### src/rtl/pfe_pkg.sv
// Shared constants and types for the postfix expression evaluator.
package pfe_pkg;

  localparam int STACK_DEPTH_DEF = 16;
  localparam int VALUE_WIDTH_DEF = 32;
  localparam int VALUE_OUT_W     = 32;
  localparam int STATUS_W        = 3;
  localparam int TALLY_W         = 16;

  localparam logic [TALLY_W-1:0] TALLY_MAX = '1;

  localparam logic [7:0] CH_PLUS  = 8'h2B;
  localparam logic [7:0] CH_MINUS = 8'h2D;
  localparam logic [7:0] CH_MUL   = 8'h2A;
  localparam logic [7:0] CH_DIV   = 8'h2F;
  localparam logic [7:0] CH_ZERO  = 8'h30;
  localparam logic [7:0] CH_NINE  = 8'h39;

  localparam logic [STATUS_W-1:0] ST_OK      = 3'd0;
  localparam logic [STATUS_W-1:0] ST_NOOP    = 3'd1;
  localparam logic [STATUS_W-1:0] ST_COUNT   = 3'd2;
  localparam logic [STATUS_W-1:0] ST_UNDER   = 3'd3;
  localparam logic [STATUS_W-1:0] ST_DIVZERO = 3'd4;
  localparam logic [STATUS_W-1:0] ST_OVER    = 3'd5;

  // Command broadcast to every stack cell
  typedef enum logic [1:0] {
    SOP_HOLD = 2'd0,
    SOP_PUSH = 2'd1,
    SOP_POP  = 2'd2
  } stack_op_t;

  // Request to the iterative multiply/divide unit
  typedef struct packed {
    logic start;
    logic is_div;
  } alu_req_t;

endpackage

### src/rtl/pfe_cell.sv
// One stack cell: takes its upper neighbor on push, its lower neighbor on pop.
module pfe_cell import pfe_pkg::*; #(
  parameter int VALUE_WIDTH = VALUE_WIDTH_DEF
) (
  input  logic                   clk,
  input  stack_op_t              sop,
  input  logic [VALUE_WIDTH-1:0] push_in,
  input  logic [VALUE_WIDTH-1:0] pop_in,
  output logic [VALUE_WIDTH-1:0] data
);

  always_ff @(posedge clk) begin
    case (sop)
      SOP_PUSH: data <= push_in;
      SOP_POP:  data <= pop_in;
      default:  data <= data;
    endcase
  end

endmodule

### src/rtl/pfe_alu.sv
// Iterative multiply (shift-add) and signed divide (restoring), one bit a cycle.
module pfe_alu import pfe_pkg::*; #(
  parameter int VALUE_WIDTH = VALUE_WIDTH_DEF
) (
  input  logic                   clk,
  input  logic                   rst,
  input  alu_req_t               req,
  input  logic [VALUE_WIDTH-1:0] a,
  input  logic [VALUE_WIDTH-1:0] b,
  output logic                   busy,
  output logic                   done,
  output logic [VALUE_WIDTH-1:0] result
);

  localparam int W     = VALUE_WIDTH;
  localparam int CNT_W = $clog2(W);

  logic [CNT_W-1:0] cnt;
  logic             is_div;
  logic             neg;
  logic [W-1:0]     p;    // multiplicand / dividend
  logic [W-1:0]     q;    // multiplier / quotient
  logic [W-1:0]     r;    // product / remainder
  logic [W-1:0]     d;    // divisor magnitude
  logic [W:0]       rem_sh;
  logic [W:0]       rem_sub;
  logic [W-1:0]     a_mag;
  logic [W-1:0]     b_mag;

  assign a_mag   = a[W-1] ? (~a + 1'b1) : a;
  assign b_mag   = b[W-1] ? (~b + 1'b1) : b;
  assign rem_sh  = {r, p[W-1]};
  assign rem_sub = rem_sh - {1'b0, d};

  always_ff @(posedge clk) begin
    if (rst) begin
      busy <= 1'b0;
      done <= 1'b0;
      cnt  <= '0;
    end else begin
      done <= busy && (cnt == '0);
      if (busy) begin
        busy <= (cnt != '0);
        cnt  <= cnt - 1'b1;
      end else if (req.start) begin
        busy <= 1'b1;
        cnt  <= CNT_W'(W - 1);
      end
    end
  end

  always_ff @(posedge clk) begin
    if (!busy && req.start) begin
      is_div <= req.is_div;
      neg    <= a[W-1] ^ b[W-1];
      r      <= '0;
      if (req.is_div) begin
        p <= a_mag;
        q <= '0;
        d <= b_mag;
      end else begin
        p <= a;
        q <= b;
        d <= b;
      end
    end else if (busy) begin
      p <= p << 1;
      if (is_div) begin
        if (!rem_sub[W]) begin
          r <= rem_sub[W-1:0];
          q <= {q[W-2:0], 1'b1};
        end else begin
          r <= rem_sh[W-1:0];
          q <= {q[W-2:0], 1'b0};
        end
      end else begin
        q <= q >> 1;
        if (q[0]) r <= r + p;
      end
    end
  end

  assign result = is_div ? (neg ? (~q + 1'b1) : q) : r;

endmodule

### src/rtl/postfix_expression_evaluator.sv
// Postfix evaluator top level: control, counters, cell-chain stack and result register.
// Digits, '+', '-', unknown characters and zero divides are handled in the idle state; '*' and '/'
//   go through the busy state while the one-bit-per-cycle multiply/divide unit runs.
// A last item then passes the finish state to load the result register, waiting there while
//   the previous result is still unread. The block works one item at a time.
// Reset (rst, synchronous): clears stack count, counters, error and result valid;
//   stack cell contents are left as they are and only ever read below the count.
module postfix_expression_evaluator import pfe_pkg::*; #(
  parameter int STACK_DEPTH = STACK_DEPTH_DEF,
  parameter int VALUE_WIDTH = VALUE_WIDTH_DEF
) (
  input  logic                   clk,
  input  logic                   rst,
  input  logic                   char_valid,
  output logic                   char_ready,
  input  logic [7:0]             char_code,
  input  logic                   last_char,
  output logic                   result_valid,
  input  logic                   result_ready,
  output logic [VALUE_OUT_W-1:0] value,
  output logic [STATUS_W-1:0]    status
);

  localparam int W     = VALUE_WIDTH;
  localparam int CNT_W = $clog2(STACK_DEPTH + 1);

  // One-hot control states
  typedef enum logic [2:0] {
    S_IDLE = 3'b001,
    S_BUSY = 3'b010,   // multiply/divide in flight
    S_FIN  = 3'b100    // load the result register
  } state_t;

  state_t              state, state_next;
  logic [CNT_W-1:0]    sp, sp_next;         // values on the stack
  logic [TALLY_W-1:0]  dig_cnt, dig_cnt_next;
  logic [TALLY_W-1:0]  op_cnt, op_cnt_next;
  logic [STATUS_W-1:0] err, err_next;       // first run-time error, sticky
  logic                last_q;              // last flag of the item in flight

  logic [W-1:0]        cell_q [STACK_DEPTH];
  stack_op_t           sop;
  logic [W-1:0]        push_val;
  logic [W-1:0]        pop_val;             // result written to the top cell

  alu_req_t            alu_req;
  logic                alu_busy;
  logic                alu_done;
  logic [W-1:0]        alu_result;

  logic                accept;
  logic                is_digit;
  logic [7:0]          digit;
  logic                fin_take;
  logic [VALUE_OUT_W-1:0] top_out;
  logic [STATUS_W-1:0] fin_status;

  assign char_ready = (state == S_IDLE);
  assign accept     = char_valid && char_ready;
  assign is_digit   = (char_code >= CH_ZERO) && (char_code <= CH_NINE);
  assign digit      = char_code - CH_ZERO;
  assign push_val   = {{(W-4){1'b0}}, digit[3:0]};
  assign fin_take   = (state == S_FIN) && (!result_valid || result_ready);

  // Item decode and stack command
  always_comb begin
    state_next     = state;
    sp_next        = sp;
    dig_cnt_next   = dig_cnt;
    op_cnt_next    = op_cnt;
    err_next       = err;
    sop            = SOP_HOLD;
    pop_val        = '0;
    alu_req.start  = 1'b0;
    alu_req.is_div = (char_code == CH_DIV);

    case (state)
      S_IDLE: begin
        if (accept) begin
          state_next = last_char ? S_FIN : S_IDLE;
          if (is_digit) begin
            if (dig_cnt != TALLY_MAX) dig_cnt_next = dig_cnt + 1'b1;
            if (sp == CNT_W'(STACK_DEPTH)) begin
              if (err == ST_OK) err_next = ST_OVER;
            end else begin
              sop     = SOP_PUSH;
              sp_next = sp + 1'b1;
            end
          end else begin
            if (op_cnt != TALLY_MAX) op_cnt_next = op_cnt + 1'b1;
            if (sp < CNT_W'(2)) begin
              if (err == ST_OK) err_next = ST_UNDER;
            end else begin
              // a is one below the top, b is the top
              case (char_code)
                CH_PLUS: begin
                  sop     = SOP_POP;
                  pop_val = cell_q[1] + cell_q[0];
                  sp_next = sp - 1'b1;
                end
                CH_MINUS: begin
                  sop     = SOP_POP;
                  pop_val = cell_q[1] - cell_q[0];
                  sp_next = sp - 1'b1;
                end
                CH_MUL, CH_DIV: begin
                  if (char_code == CH_DIV && cell_q[0] == '0) begin
                    // divide by zero: pop both, push 0
                    sop     = SOP_POP;
                    sp_next = sp - 1'b1;
                    if (err == ST_OK) err_next = ST_DIVZERO;
                  end else begin
                    alu_req.start = 1'b1;
                    state_next    = S_BUSY;
                  end
                end
                default: begin
                  // unknown operator pops two and pushes 0
                  sop     = SOP_POP;
                  sp_next = sp - 1'b1;
                end
              endcase
            end
          end
        end
      end
      S_BUSY: begin
        if (alu_done) begin
          sop        = SOP_POP;
          pop_val    = alu_result;
          sp_next    = sp - 1'b1;
          state_next = last_q ? S_FIN : S_IDLE;
        end
      end
      S_FIN: begin
        if (fin_take) begin
          sp_next      = '0;
          dig_cnt_next = '0;
          op_cnt_next  = '0;
          err_next     = ST_OK;
          state_next   = S_IDLE;
        end
      end
      default: state_next = S_IDLE;
    endcase
  end

  always_ff @(posedge clk) begin
    if (rst) begin
      state   <= S_IDLE;
      sp      <= '0;
      dig_cnt <= '0;
      op_cnt  <= '0;
      err     <= ST_OK;
      last_q  <= 1'b0;
    end else begin
      state   <= state_next;
      sp      <= sp_next;
      dig_cnt <= dig_cnt_next;
      op_cnt  <= op_cnt_next;
      err     <= err_next;
      if (accept) last_q <= last_char;
    end
  end

  // Stack as a chain of cells; cell 0 is the top
  genvar gi;
  generate
    for (gi = 0; gi < STACK_DEPTH; gi++) begin : g_cell
      logic [W-1:0] up_in;
      logic [W-1:0] dn_in;
      if (gi == 0) begin : g_top
        assign up_in = push_val;
        assign dn_in = pop_val;
      end else if (gi == STACK_DEPTH - 1) begin : g_bot
        assign up_in = cell_q[gi-1];
        assign dn_in = cell_q[gi];
      end else begin : g_mid
        assign up_in = cell_q[gi-1];
        assign dn_in = cell_q[gi+1];
      end
      pfe_cell #(.VALUE_WIDTH(W)) u_cell (
        .clk     (clk),
        .sop     (sop),
        .push_in (up_in),
        .pop_in  (dn_in),
        .data    (cell_q[gi])
      );
    end
  endgenerate

  pfe_alu #(.VALUE_WIDTH(W)) u_alu (
    .clk    (clk),
    .rst    (rst),
    .req    (alu_req),
    .a      (cell_q[1]),
    .b      (cell_q[0]),
    .busy   (alu_busy),
    .done   (alu_done),
    .result (alu_result)
  );

  // Top of stack to output width: low bits, zero-extended when narrower
  generate
    if (W >= VALUE_OUT_W) begin : g_trunc
      assign top_out = cell_q[0][VALUE_OUT_W-1:0];
    end else begin : g_ext
      assign top_out = {{(VALUE_OUT_W-W){1'b0}}, cell_q[0]};
    end
  endgenerate

  // Recorded error first, then missing operator, then operand count
  always_comb begin
    if (err != ST_OK)
      fin_status = err;
    else if (op_cnt == '0)
      fin_status = ST_NOOP;
    else if ({1'b0, dig_cnt} != ({1'b0, op_cnt} + 17'd1))
      fin_status = ST_COUNT;
    else
      fin_status = ST_OK;
  end

  // Result register: lets the next item in while a result waits
  always_ff @(posedge clk) begin
    if (rst) begin
      result_valid <= 1'b0;
    end else if (fin_take) begin
      result_valid <= 1'b1;
    end else if (result_ready) begin
      result_valid <= 1'b0;
    end
  end

  always_ff @(posedge clk) begin
    if (fin_take) begin
      value  <= (sp == '0) ? '0 : top_out;
      status <= fin_status;
    end
  end

  a_alu_idle: assert property (@(posedge clk) disable iff (rst)
    (state == S_IDLE) |-> !alu_busy)
    else $error("multiply/divide unit busy while control is idle");

  a_sp_bound: assert property (@(posedge clk) disable iff (rst)
    sp <= CNT_W'(STACK_DEPTH))
    else $error("stack count beyond depth");

  a_result_src: assert property (@(posedge clk) disable iff (rst)
    $rose(result_valid) |-> $past(state) == S_FIN)
    else $error("result raised outside the finish state");

  a_clear: assert property (@(posedge clk) disable iff (rst)
    fin_take |=> (sp == '0) && (dig_cnt == '0) && (op_cnt == '0) && (err == ST_OK))
    else $error("expression state not cleared after result");

endmodule

### config.mk
export PLATFORM = sky130hd
export DESIGN_NAME = postfix_expression_evaluator
export DESIGN_NICKNAME = d
export VERILOG_FILES = /design/src/rtl/pfe_pkg.sv /design/src/rtl/pfe_cell.sv /design/src/rtl/pfe_alu.sv /design/src/rtl/postfix_expression_evaluator.sv
export SDC_FILE = /design/constraint.sdc
export NUM_CORES = 2
export LEC_CHECK = 0
export BUFFER_PORTS_ARGS = -buffer_cell sky130_fd_sc_hd__buf_2
export CORE_AREA = 8 8 302 304
export DETAILED_ROUTE_END_ITERATION = 8
export DIE_AREA = 0 0 310 312
export GPL_ROUTABILITY_DRIVEN = 0
export SYNTH_ARGS = -nofsm -noshare
export SYNTH_HDL_FRONTEND = slang
export SYNTH_SLANG_ARGS = --single-unit
### constraint.sdc
create_clock -name clk -period 20.4 [get_ports clk]
set_clock_uncertainty 0.1 [all_clocks]
set_input_delay 4.08 -clock clk [delete_from_list [all_inputs] [get_ports clk]]
set_output_delay 4.08 -clock clk [all_outputs]
set_load 0.02 [all_outputs]
==> results by group <==
Worst setup path
  • R2R Setup Slk: 12,350 ps
  • CP peak stage delay: 910 ps
  • Crit Path Max Fanout: 211
  • R2R depth: 14
  • Cells along the critical path: buf_2 > o21ai_0 > and3_1 > nor2_1 > nand3_1 > o21a_1 > inv_1 > ha_4 > buf_4 > buf_12 > buf_4 > buf_4 > mux2_2
  • Slowest-stage cell, CP: buf_4
  • Cell mode on critical path: buf_4
  • Crit path buf inv count: 6
  • CP Capture Point: g_cell[4].u_cell.data[24]
  • Setup crit start kind: input port
  • Data required, critical path: 20,660 ps
  • Crit path DAT: 9950 ps
  • Critical Path Sink Type: flip-flop
  • Crit. path cell count: 13
  • Critical Path Source: char_code[1]
  • Worst R2R Start: g_cell[0].u_cell.data[17]
  • Delay-heaviest family, CP: buffers and inverters
  • Setup CP Type: in -> reg
  • R2R Path End: g_cell[4].u_cell.data[24]

Die
  • Core Region: 86,200 sq um
  • Die height: 312 um
  • Die area: 96,700 sq um
  • Num rows: 108
  • Starting Density: 0.445
  • Die Wd: 310 um
  • Top Ports: 50

STA
  • Slew headroom: 0.151
  • Post-route minimum period: 9690 ps
  • # setup viols final: 0
  • Period utilisation layout: 0.475
  • Tightest Pin Transition: 1270 ps
  • Highest Clock Rate: 103 MHz
  • Setup total negative slack: 0 ps
  • RSZ-0062 raised after global routing: no
  • Fin. Hold Viols: 0
  • Slew Viols, Final: 0

Drt
  • Total Wirelength: 84,300 um
  • DRT iter0 DRCs: 2,115
  • First-pass iteration count of the detailed router: 6
  • Via count: 24,680
  • DRC errors left: 0
  • Per-cell routed wire length: 19.1 um
  • Vias per cell: 5.61
  • Post-DRT Antenna Nets: 0

Layout
  • FF+latch area: 21,100 sq um
  • Multi-input logic area: 16,400 sq um
  • Nets: 3,304
  • Fill cells: 7,674
  • Layout cells sized above 1: 0.202
  • Fin cells: 4,402
  • Area grow syn2layout: 9.91%

Place
  • Detail Placement HPWL: 58,900 um
  • Placed Cells: 4,252
  • Port-buffer cells: 49

GRT
  • Initial antenna violation count: 1
  • First-pass GRT wire length: 135,000 um
  • Vias in the first global route: 24,400
  • Overflow after GRT: 0
  • Largest net degree at the start of global routing: 212
  • Total track usage: 0.170

Power
  • Combinational power share: 0.300
  • VDD IR max: 0.0891 mV
  • Seq pwr share: 0.449
  • Net Sw Frac: 0.314
  • Psw: 1.75 mW
  • Clock share of power: 0.251
  • PD cells: 132 nW/um^2
  • Cell-internal power: 3.83 mW
  • Leakage power: 14.8 nW

Synthesis
  • Mapped cell area: 38,400 sq um
  • Top_reg_cell synth: edfxtp_1
  • Async SR Flop Fraction: 0
  • Count of different cell masters after synthesis: 77
  • Mean Syn Cell Area: 12.0 sq um
  • Register area share after synthesis: 0.549
  • Number of flops mapped to enable cells by yosys: 645
  • Synth Instances: 3,198
  • FF+latch count, synth: 729
  • Yosys warnings: 0
  • Mapped Nets: 3,322

Clock network
  • Max H-tree Level: 3
  • CTS tree: yes
  • Worst-path clk slew: 60 ps
  • CTS root buffer: clkbuf_16
  • Resize count post-CTS: 0
  • Clk_lat worst skew: 630 ps
  • Clock Tree Buf Depth: 3
  • CTS buffer count: 81
  • Setup bufs post-CTS: 0
  • Hold buffers post-CTS: 0
  • Clk sinks: 729

Run
  • Max Cap Viol: 0

Min path
  • Min-Delay Path Class: reg -> reg

Run status
  • Status: completed
[power by group through the flow]
| stage | clock network [mW] | logic, mW | registers (mW) |
|---|---|---|---|
| 5_1_grt | 1.51 | 1.84 | 2.55 |
| 3_5_place_dp | 0 | 1.67 | 2.54 |
| 3_3_place_gp | 0 | 1.61 | 2.51 |
| 2_1_floorplan | 0 | 1.38 | 2.55 |
| 4_1_cts | 1.44 | 1.68 | 2.51 |
| 6_report | 1.40 | 1.68 | 2.51 |
[kinds of logic (layout without fill, tap and decap cells)]
kind of cell             after synthesis  count (layout)  synth area share
buffers and inverters                264             312            0.0262
adder cells (fa/ha/maj)              111             111            0.0368
other                                  0               1                 0
AO/OA/AOI/OAI                        612             612            0.0990
multiplexers                         490             490             0.142
flip-flops                           729             729             0.549
XOR/XNOR                             234             234            0.0534
AND/OR/NAND/NOR                      758             758            0.0938
[final cells by class]
class	instances	area share
multi-input cells	2205	0.388
clock inverters	51	0.00988
clock buffers	98	0.0503
inverters	92	0.00840
diodes	1	0.0000593
flip-flops and latches	729	0.499
repair buffers	71	0.0100
well taps	1155	0.0343
[routing by layer]
layer,global-route usage,part of all wire
met2,0.264,0.45
met3,0.0214,0.044
met5,0,0.00015
met1,0.245,0.48
met4,0.0604,0.029
[worst reg2reg max path, delay by kind of cell (launching register included)]
| family | cells | cell delay [ps] |
|---|---|---|
| adder cells (fa/ha/maj) | 1 | 290 |
| AND/OR/NAND/NOR | 4 | 2020 |
| buffers and inverters | 6 | 3810 |
| AO/OA/AOI/OAI | 2 | 540 |
| flip-flops | 1 | 570 |
| multiplexers | 1 | 460 |
[state kept, by name, summed over array words and instances, names as in the netlist, 16 cells and up]
| signal | cells |
|---|---|
| value | 32 |
| u_alu.q | 32 |
| u_alu.d | 32 |
| dig_cnt | 16 |
| g_cell.u_cell.data | 512 |
| op_cnt | 16 |
| u_alu.p | 32 |
| u_alu.r | 32 |
[worst min path at each step]
stage,startpoint,end,slack (ps),cells past startpoint
finish,g_cell[14].u_cell.data[14],g_cell[15].u_cell.data[14],350,0
global route,g_cell[14].u_cell.data[14],g_cell[15].u_cell.data[14],350,0
CTS,g_cell[14].u_cell.data[14],g_cell[15].u_cell.data[14],350,0
detailed placement,g_cell[14].u_cell.data[14],g_cell[15].u_cell.data[14],330,0
global placement,g_cell[14].u_cell.data[15],g_cell[15].u_cell.data[15],330,0
floorplan,g_cell[14].u_cell.data[0],g_cell[15].u_cell.data[0],320,0
[layout by cell type (no fill, tap or decap), drive strengths merged, types with 46 or more instances in the layout]
cell    count
edfxtp    645
mux2      444
nor2      221
nand2     207
a21oi     181
o21ai     180
xor2      129
ha        108
xnor2     105
clkbuf     98
inv        95
dfxtp      84
nand3      77
buf        71
nor3       53
mux2i      46
[metrics by stage]
stage               area, sq um  hold slack (ps)  utilization  power, mW  setup slack, ps
floorplan                 38400              320            -       3.93             4540
global placement          39600              329        0.460       4.12            10410
detailed placement        39600              331        0.460       4.21            10230
CTS                       42200              345        0.489       5.63            10890
global route              42200              351        0.489       5.91            10320
finish                    42200              347        0.489       5.59            10710
[cell usage after synthesis, types with 84 or more instances]
master / count / area, sq um
dfxtp_1: 84 / 1680
o21ai_0: 178 / 891
a21oi_1: 181 / 906
nor2_1: 220 / 826
mux2_2: 444 / 5000
clkbuf_1: 154 / 578
ha_1: 108 / 1350
nand2_1: 207 / 777
xor2_1: 129 / 1130
xnor2_1: 105 / 920
edfxtp_1: 645 / 19400
inv_1: 91 / 342
Note: power is estimated with default switching activity, not from simulation.
